File: src/design/tiep_pkg.sv
// Package: shared types and constants for the terminal input event parser.
`timescale 1ns / 1ps

package tiep_pkg;

	localparam int EVENT_BYTES = 16;
	localparam int STORE_DEPTH = EVENT_BYTES - 1;
	localparam int LEN_W       = $clog2(EVENT_BYTES);
	localparam int ADDR_W      = $clog2(STORE_DEPTH);

	localparam logic [1:0] MODE_BYTE   = 2'd0;
	localparam logic [1:0] MODE_TICK   = 2'd1;
	localparam logic [1:0] MODE_RESIZE = 2'd2;

	localparam logic [7:0] CH_ESC   = 8'h1b;
	localparam logic [7:0] CH_SPACE = 8'h20;
	localparam logic [7:0] CH_DEL   = 8'h7f;
	localparam logic [7:0] CH_O     = 8'h4f;
	localparam logic [7:0] CH_LBRK  = 8'h5b;
	localparam logic [7:0] CH_COLON = 8'h3a;
	localparam logic [7:0] CH_SEMI  = 8'h3b;
	localparam logic [7:0] CH_CARET = 8'h5e;
	localparam logic [7:0] CH_AT    = 8'h40;
	localparam logic [7:0] CH_E     = 8'h65;
	localparam logic [7:0] CH_C     = 8'h63;
	localparam logic [7:0] CH_R     = 8'h72;
	localparam logic [7:0] CH_QUEST = 8'h3f;
	localparam logic [7:0] CH_ZERO  = 8'h30;
	localparam logic [7:0] CH_NINE  = 8'h39;

	localparam logic [15:0] TIMEOUT_RESET = 16'd50;

	typedef struct packed {
		logic [1:0] mode;
		logic [7:0] data_byte;
	} rx_item_t;

	typedef struct packed {
		logic [7:0] event_byte;
		logic       last;
		logic       dropped;
	} ev_item_t;

	typedef enum logic [3:0] {
		PH_IDLE = 4'b0001,
		PH_ESC  = 4'b0010,
		PH_SEQ  = 4'b0100,
		PH_UTF  = 4'b1000
	} phase_t;

	typedef enum logic [4:0] {
		CT_IDLE  = 5'b00001,
		CT_WR2   = 5'b00010,
		CT_DRAIN = 5'b00100,
		CT_DROP  = 5'b01000,
		CT_RSZ   = 5'b10000
	} ctl_t;

endpackage

File: src/design/terminal_input_event_parser.sv
// Top level: terminal byte, tick and resize decoder with a memory-held event buffer.
//
//  channel | direction | payload    | handshake
//  rx      | in        | rx_item_t  | rx_valid / rx_stall
//  ev      | out       | ev_item_t  | ev_valid / ev_stall
//  cfg     | in        | 16b ticks  | cfg_wr_en (no wait)
//
// One item is taken at a time. An item that opens with two bytes writes its second byte
// in the WR2 state; a finished event is then read from the buffer memory one byte a cycle
// while ev is not stalled. A dropped result or a resize emits its result item from the
// DROP or RSZ state.
// Reset clears the control and parse state; the buffer memory needs no clearing.
// A stall on ev holds the output register and pauses draining.
`timescale 1ns / 1ps

module terminal_input_event_parser
	import tiep_pkg::*;
(
	input  logic        clk,
	input  logic        arst_n,
	input  logic        rx_valid,
	output logic        rx_stall,
	input  rx_item_t    rx_item,
	output logic        ev_valid,
	input  logic        ev_stall,
	output ev_item_t    ev_item,
	input  logic        cfg_wr_en,
	input  logic [15:0] cfg_wr_data
);

	logic [7:0]        store_mem [STORE_DEPTH];
	logic [7:0]        rdata_q;
	logic [ADDR_W-1:0] rd_addr;
	logic              wr_en;
	logic [ADDR_W-1:0] wr_addr;
	logic [7:0]        wr_data;

	ctl_t              ctl_q, ctl_d;
	phase_t            phase_q, phase_d;
	logic [LEN_W-1:0]  len_q, len_d;
	logic [1:0]        cont_q, cont_d;
	logic [15:0]       wait_q, wait_d;
	logic              resize_q, resize_d;
	logic [15:0]       timeout_q;
	logic [LEN_W-1:0]  drain_len_q, drain_len_d;
	logic              rsz_after_q, rsz_after_d;
	logic [7:0]        wr2_byte_q, wr2_byte_d;
	logic              wr2_fin_q, wr2_fin_d;
	logic [LEN_W-1:0]  idx_q;
	logic              ev_valid_q;
	ev_item_t          ev_q;

	logic              accept;
	logic              out_free;
	logic              drain_last;
	logic [7:0]        b;
	logic [7:0]        bs;
	logic [15:0]       wait_inc;
	logic              do_finish;
	logic              do_drop;
	logic              do_two;

	assign accept     = rx_valid && (ctl_q == CT_IDLE);
	assign rx_stall   = (ctl_q != CT_IDLE);
	assign out_free   = !ev_valid_q || !ev_stall;
	assign ev_valid   = ev_valid_q;
	assign ev_item    = ev_q;
	assign drain_last = (idx_q == drain_len_q - LEN_W'(1));
	assign b          = rx_item.data_byte;
	assign bs         = (b == CH_COLON) ? CH_SEMI : b;
	assign wait_inc   = (wait_q == 16'hffff) ? wait_q : wait_q + 16'd1;

	// Read address: advance ahead of the output during drain, park at entry zero otherwise.
	always_comb begin
		if (ctl_q == CT_DRAIN && out_free && !drain_last) begin
			rd_addr = ADDR_W'(idx_q + LEN_W'(1));
		end else if (ctl_q == CT_DRAIN) begin
			rd_addr = ADDR_W'(idx_q);
		end else begin
			rd_addr = '0;
		end
	end

	// Parse decision for the accepted item.
	always_comb begin
		phase_d     = phase_q;
		len_d       = len_q;
		cont_d      = cont_q;
		wait_d      = wait_q;
		resize_d    = resize_q;
		drain_len_d = drain_len_q;
		rsz_after_d = rsz_after_q;
		wr2_byte_d  = wr2_byte_q;
		wr2_fin_d   = wr2_fin_q;
		ctl_d       = ctl_q;
		wr_en       = 1'b0;
		wr_addr     = ADDR_W'(len_q);
		wr_data     = b;
		do_finish   = 1'b0;
		do_drop     = 1'b0;
		do_two      = 1'b0;

		if (accept) begin
			case (rx_item.mode)
				MODE_BYTE: begin
					wait_d = '0;
					case (phase_q)
						PH_ESC: begin
							if (b == CH_O || b == CH_LBRK) begin
								wr_en   = 1'b1;
								len_d   = len_q + LEN_W'(1);
								phase_d = PH_SEQ;
							end else begin
								do_drop = 1'b1;
							end
						end
						PH_SEQ: begin
							if (len_q >= LEN_W'(STORE_DEPTH)) begin
								do_drop = 1'b1;
							end else begin
								wr_en   = 1'b1;
								wr_data = bs;
								len_d   = len_q + LEN_W'(1);
								if (!(bs == CH_SEMI || (bs >= CH_ZERO && bs <= CH_NINE))) begin
									do_finish = 1'b1;
								end
							end
						end
						PH_UTF: begin
							if (b < 8'h80 || b >= 8'hc0) begin
								do_drop = 1'b1;
							end else begin
								wr_en = 1'b1;
								len_d = len_q + LEN_W'(1);
								if (cont_q <= 2'd1) begin
									do_finish = 1'b1;
								end else begin
									cont_d = cont_q - 2'd1;
								end
							end
						end
						default: begin
							wr_en   = 1'b1;
							wr_addr = '0;
							if (b == CH_ESC) begin
								wr_data = CH_E;
								len_d   = LEN_W'(1);
								phase_d = PH_ESC;
							end else if (b < CH_SPACE) begin
								wr_data    = CH_CARET;
								wr2_byte_d = CH_AT + b;
								do_two     = 1'b1;
								wr2_fin_d  = 1'b1;
							end else if (b == CH_DEL) begin
								wr_data    = CH_CARET;
								wr2_byte_d = CH_QUEST;
								do_two     = 1'b1;
								wr2_fin_d  = 1'b1;
							end else if (b < 8'h80) begin
								wr_data    = CH_C;
								wr2_byte_d = b;
								do_two     = 1'b1;
								wr2_fin_d  = 1'b1;
							end else if (b < 8'hc0 || b >= 8'hf8) begin
								wr_en   = 1'b0;
								do_drop = 1'b1;
							end else begin
								wr_data    = CH_C;
								wr2_byte_d = b;
								do_two     = 1'b1;
								wr2_fin_d  = 1'b0;
								phase_d    = PH_UTF;
								len_d      = LEN_W'(2);
								if (b < 8'he0) begin
									cont_d = 2'd1;
								end else if (b < 8'hf0) begin
									cont_d = 2'd2;
								end else begin
									cont_d = 2'd3;
								end
							end
						end
					endcase
				end
				MODE_TICK: begin
					if (phase_q != PH_IDLE) begin
						wait_d = wait_inc;
						if (wait_inc >= timeout_q) begin
							if (phase_q == PH_ESC) begin
								do_finish = 1'b1;
							end else begin
								do_drop = 1'b1;
							end
						end
					end
				end
				MODE_RESIZE: begin
					if (phase_q == PH_IDLE) begin
						resize_d    = 1'b0;
						rsz_after_d = 1'b0;
						ctl_d       = CT_RSZ;
					end else begin
						resize_d = 1'b1;
					end
				end
				default: begin
				end
			endcase

			if (do_two) begin
				ctl_d = CT_WR2;
				if (wr2_fin_d) begin
					drain_len_d = LEN_W'(2);
				end
			end
			// Close the event: the parse state returns to idle at once.
			if (do_finish || do_drop || (do_two && wr2_fin_d)) begin
				if (do_finish) begin
					drain_len_d = len_d;
					ctl_d       = CT_DRAIN;
				end
				if (do_drop) begin
					ctl_d = CT_DROP;
				end
				rsz_after_d = resize_q;
				resize_d    = 1'b0;
				phase_d     = PH_IDLE;
				len_d       = '0;
				cont_d      = '0;
				wait_d      = '0;
			end
		end else begin
			case (ctl_q)
				CT_WR2: begin
					wr_en   = 1'b1;
					wr_addr = ADDR_W'(1);
					wr_data = wr2_byte_q;
					ctl_d   = wr2_fin_q ? CT_DRAIN : CT_IDLE;
				end
				CT_DRAIN: begin
					if (out_free && drain_last) begin
						ctl_d = rsz_after_q ? CT_RSZ : CT_IDLE;
					end
				end
				CT_DROP: begin
					if (out_free) begin
						ctl_d = rsz_after_q ? CT_RSZ : CT_IDLE;
					end
				end
				CT_RSZ: begin
					if (out_free) begin
						ctl_d = CT_IDLE;
					end
				end
				default: begin
				end
			endcase
		end
	end

	always_ff @(posedge clk) begin
		if (wr_en) begin
			store_mem[wr_addr] <= wr_data;
		end
		rdata_q <= store_mem[rd_addr];
	end

	always_ff @(posedge clk or negedge arst_n) begin
		if (!arst_n) begin
			ctl_q       <= CT_IDLE;
			phase_q     <= PH_IDLE;
			len_q       <= '0;
			cont_q      <= '0;
			wait_q      <= '0;
			resize_q    <= 1'b0;
			timeout_q   <= TIMEOUT_RESET;
			drain_len_q <= '0;
			rsz_after_q <= 1'b0;
			wr2_fin_q   <= 1'b0;
			idx_q       <= '0;
			ev_valid_q  <= 1'b0;
		end else begin
			ctl_q       <= ctl_d;
			phase_q     <= phase_d;
			len_q       <= len_d;
			cont_q      <= cont_d;
			wait_q      <= wait_d;
			resize_q    <= resize_d;
			drain_len_q <= drain_len_d;
			rsz_after_q <= rsz_after_d;
			wr2_fin_q   <= wr2_fin_d;
			if (cfg_wr_en) begin
				timeout_q <= cfg_wr_data;
			end
			if (ctl_q != CT_DRAIN) begin
				idx_q <= '0;
			end else if (out_free) begin
				idx_q <= idx_q + LEN_W'(1);
			end
			if ((ctl_q == CT_DRAIN || ctl_q == CT_DROP || ctl_q == CT_RSZ) && out_free) begin
				ev_valid_q <= 1'b1;
			end else if (!ev_stall) begin
				ev_valid_q <= 1'b0;
			end
		end
	end

	// Output payload and the second opening byte carry no reset.
	always_ff @(posedge clk) begin
		wr2_byte_q <= wr2_byte_d;
		if (out_free) begin
			case (ctl_q)
				CT_DRAIN: begin
					ev_q <= '{event_byte: rdata_q, last: drain_last, dropped: 1'b0};
				end
				CT_DROP: begin
					ev_q <= '{event_byte: 8'h00, last: 1'b1, dropped: 1'b1};
				end
				CT_RSZ: begin
					ev_q <= '{event_byte: CH_R, last: 1'b1, dropped: 1'b0};
				end
				default: begin
				end
			endcase
		end
	end

endmodule

File: config.mk
export PLATFORM = sky130hd
export DESIGN_NAME = terminal_input_event_parser
export DESIGN_NICKNAME = d
export VERILOG_FILES = /design/src/design/tiep_pkg.sv /design/src/design/terminal_input_event_parser.sv
export SDC_FILE = /design/constraint.sdc
export NUM_CORES = 1
export LEC_CHECK = 0
export ABC_AREA = 1
export CAP_MARGIN = 25
export CORE_MARGIN = 4
export CORE_UTILIZATION = 58
export CTS_CLUSTER_DIAMETER = 50
export CTS_CLUSTER_SIZE = 10
export DETAILED_ROUTE_END_ITERATION = 8
export DONT_BUFFER_PORTS = 1
export PLACE_DENSITY = 0.76
export SYNTH_ARGS = -nofsm -noshare
export SYNTH_HDL_FRONTEND = slang
export SYNTH_SLANG_ARGS = --single-unit
export TNS_END_PERCENT = 100
File: constraint.sdc
create_clock -name clk -period 3.2 [get_ports clk]
set_input_delay 0.64 -clock clk [delete_from_list [all_inputs] [get_ports clk]]
set_output_delay 0.64 -clock clk [all_outputs]
set_load 0.01 [all_outputs]
==> run metrics <==
status finished with violations; violated checks setup timing; Hold Slack 0.188 ns; Worst setup EP type flop; FMAX 312 MHz; Ant. Diodes 0; clock sink total 205; Worst Path Arrival 3.61 ns; synthesized cell area 0.0111 sq mm; initial antenna violation count 0; Pre-antenna DRT Iters 5; Clock Skews 0.0198 ns; Cell Rows 50; Power Density 456 mW/mm^2; Met1 Wirelength 11000 microns; commonest cells after routing, fill and taps aside nand2_1 (330), inv_1 (223), nand3_1 (161), edfxtp_1 (138), nor2_1 (68); Slew HR 52.0%; Mapped Avg Cell Area 8.44 sq um; die height 146 microns; Routed WL per cell 16.5 microns; Initial Util 59.1%; nets 1428; core footprint 0.0188 sq mm; Yosys cell types 49; slowest CP cell dfrtp_1; Setup Total Neg Slack -0.00710 ns; Inserted Clock Buffers 27; DR WL met2 13100 microns; FF+latch count, synth 205; Hold Violations, Final 0; area growth from synthesis to layout 16.8%; final worst slack -0.00263 ns; global placement routability congestion 0.952; port bufs 0; delay-heaviest family, CP simple AND/OR/NAND/NOR gates; filler instances 1373; fin crit period 3.20 ns; Final Instance Area 0.0129 sq mm; Synth Instances 1314; Final Setup Violations 3; H-Tree Depth 1; Via Count 8930; Boundary Pins 43; Crit Path Max Fanout 8; most common cell after layout, fill and taps aside nand2_1; Crit path largest cell delay 0.36 ns; number of cells on the critical path 22; fin crit share 100%; Final Max Slew Viols 0; post-DP HPWL 17000 microns; proportion of layout cells with a drive suffix above 1 17.0%; uppermost routed layer met4; Hold Crit Class in -> reg; R2R depth 22; Iter 0 DRT Violations 859; Seq/Total Area, Yosys 52.2%; CTS Buffer Depth 3; Vias/cell 5.50; leakage 0.00594 uW; pre-CTS setup slack -0.0718 ns; Die ar. 0.0214 sq mm; number of max-cap violations 0; total power 5910 uW; GRT Total Usage 24.2%; CP Cell Sequence ha_2, nand2_2, nor2_2, inv_2, nor2_4, nand2_2, nor2_4, buf_6, nand4_1, nand3_2, ha_4, a21oi_4, o21ai_2, a21oi_2, nand2_2, nand2_2, nand3_4, nor2_8, nand3b_4, buf_8, nand3_1, nand2_1; placed inst area 0.0116 sq mm; post-synth net total 1372; synth warn 0; Synth Flop Type edfxtp_1; latest clock arrival within the worst-skew pair 0.53 ns; Post-synth EDFFs 138; first-pass GRT wire length 42500 microns; Worst-Margin Slew 0.717 ns; CP startpoint kind flop; async set-reset flop share out of synthesis 28.8%; largest net degree at the start of global routing 60; hold depth 1; Final ANT Viol Nets 0; WP data required 3.61 ns; worst vdd ir 0.499 mV; DR WL met3 1750 microns; Root Buffer Master clkbuf_16; unrepaired setup endpoints after global routing true; TritonCTS clock tree yes; Clock transition at path regs 0.06 ns; drt drc 0; Die Wd 146 microns; CP most frequent cell nand2_2; critical path class reg -> reg; final wirelength 26900 microns; count of buffer and inverter cells on the critical path 3; vias in the first global route 8607; gr ovfl total 0
[flip-flops by register name, summed over array words and instances, names as in the netlist]
| name | flops |
|---|---|
| phase_q | 4 |
| resize_q | 1 |
| len_q | 4 |
| wait_q | 16 |
| ev_item | 10 |
| cont_q | 2 |
| idx_q | 4 |
| ctl_q | 5 |
| drain_len_q | 4 |
| ev_valid | 1 |
| rdata_q | 8 |
| timeout_q | 16 |
| wr2_fin_q | 1 |
| wr2_byte_q | 8 |
| store_mem | 120 |
| rsz_after_q | 1 |
[metal layers]
| layer | global-route usage (%) | up-vias |
|---|---|---|
| li1 | - | 4365 |
| met1 | 31.4 | 4146 |
| met2 | 41.1 | 338 |
| met3 | 3.82 | 81 |
| met4 | 9.36 | 0 |
| met5 | 0 | - |
[report_power, final]
group	internal, uW	switching, uW
Sequential	2850	5.63
Clock	1710	1090
Combinational	83.4	167
[synthesized netlist by cell type (all sizes together) (3+ instances only)]
cell type | number | area [sq um]
xnor2 | 3 | 26.3
xor2 | 11 | 96.3
nor2 | 89 | 413
clkbuf | 18 | 67.6
inv | 236 | 888
nand4 | 13 | 81.3
nand2 | 366 | 1440
ha | 27 | 338
buf | 26 | 193
dfrtp | 54 | 1350
edfxtp | 138 | 4140
nand3 | 179 | 938
nor4 | 4 | 25.0
a21oi | 24 | 120
o22ai | 13 | 101
dfstp | 5 | 131
o211ai | 3 | 22.5
dfxtp | 8 | 160
nor3 | 10 | 55.1
o21ai | 69 | 349
[final timing paths]
check | from | end | slack, ns
max | wait_q[1]$_DFFE_PN0P_ | wait_q[15]$_DFFE_PN0P_ | -0.003
min | cfg_wr_en | timeout_q[4]$_DFFE_PN1P_ | 0.19
max reg2reg | wait_q[1]$_DFFE_PN0P_ | wait_q[15]$_DFFE_PN0P_ | -0.003
min reg2reg | cont_q[1]$_DFFE_PN0P_ | cont_q[1]$_DFFE_PN0P_ | 0.47
max in group asynchronous | arst_n | phase_q[0]$_DFFE_PN1P_ | 2.21
min in group asynchronous | arst_n | ctl_q[1]$_DFFE_PN0P_ | 0.64
[kinds of logic (layout without fill, tap and decap cells)]
kind of cell             after synthesis  count (layout)  synth area share (%)
buffers and inverters                281             358                  10.4
multiplexers                           1               1                 0.102
XOR/XNOR                              14              14                  1.11
flip-flops                           205             205                  52.2
adder cells (fa/ha/maj)               27              27                  3.05
AO/OA/AOI/OAI                        120             120                  6.11
AND/OR/NAND/NOR                      666             666                  27.1
[layout make-up]
cell class	count	area (sq um)	share of cell area [%]
clock buffer	44	801	6.18
clock inverter	6	38.8	0.300
inverter	237	892	6.89
multi-input combinational	828	4520	34.9
sequential	205	5790	44.7
tap	234	293	2.26
timing repair buffer	71	619	4.78
[per-stage QoR]
stage / instances / utilization, %
floorplan: 1314 / -
global placement: 1562 / 61.8
detailed placement: 1563 / 61.8
CTS: 1615 / 66.6
global route: 1625 / 69.0
finish: 1625 / 69.0
[what timing repair did]
item | 4_1_cts | 5_1_grt
endpoints found under the hold margin | 59 | 0
setup buffers | 0 | 11
pin swaps | 2 | 35
resized for setup | 10 | 82
hold buffers | 2 | 0
endpoints found under the setup margin | 22 | 36
Power figures use the tool's default switching activity.
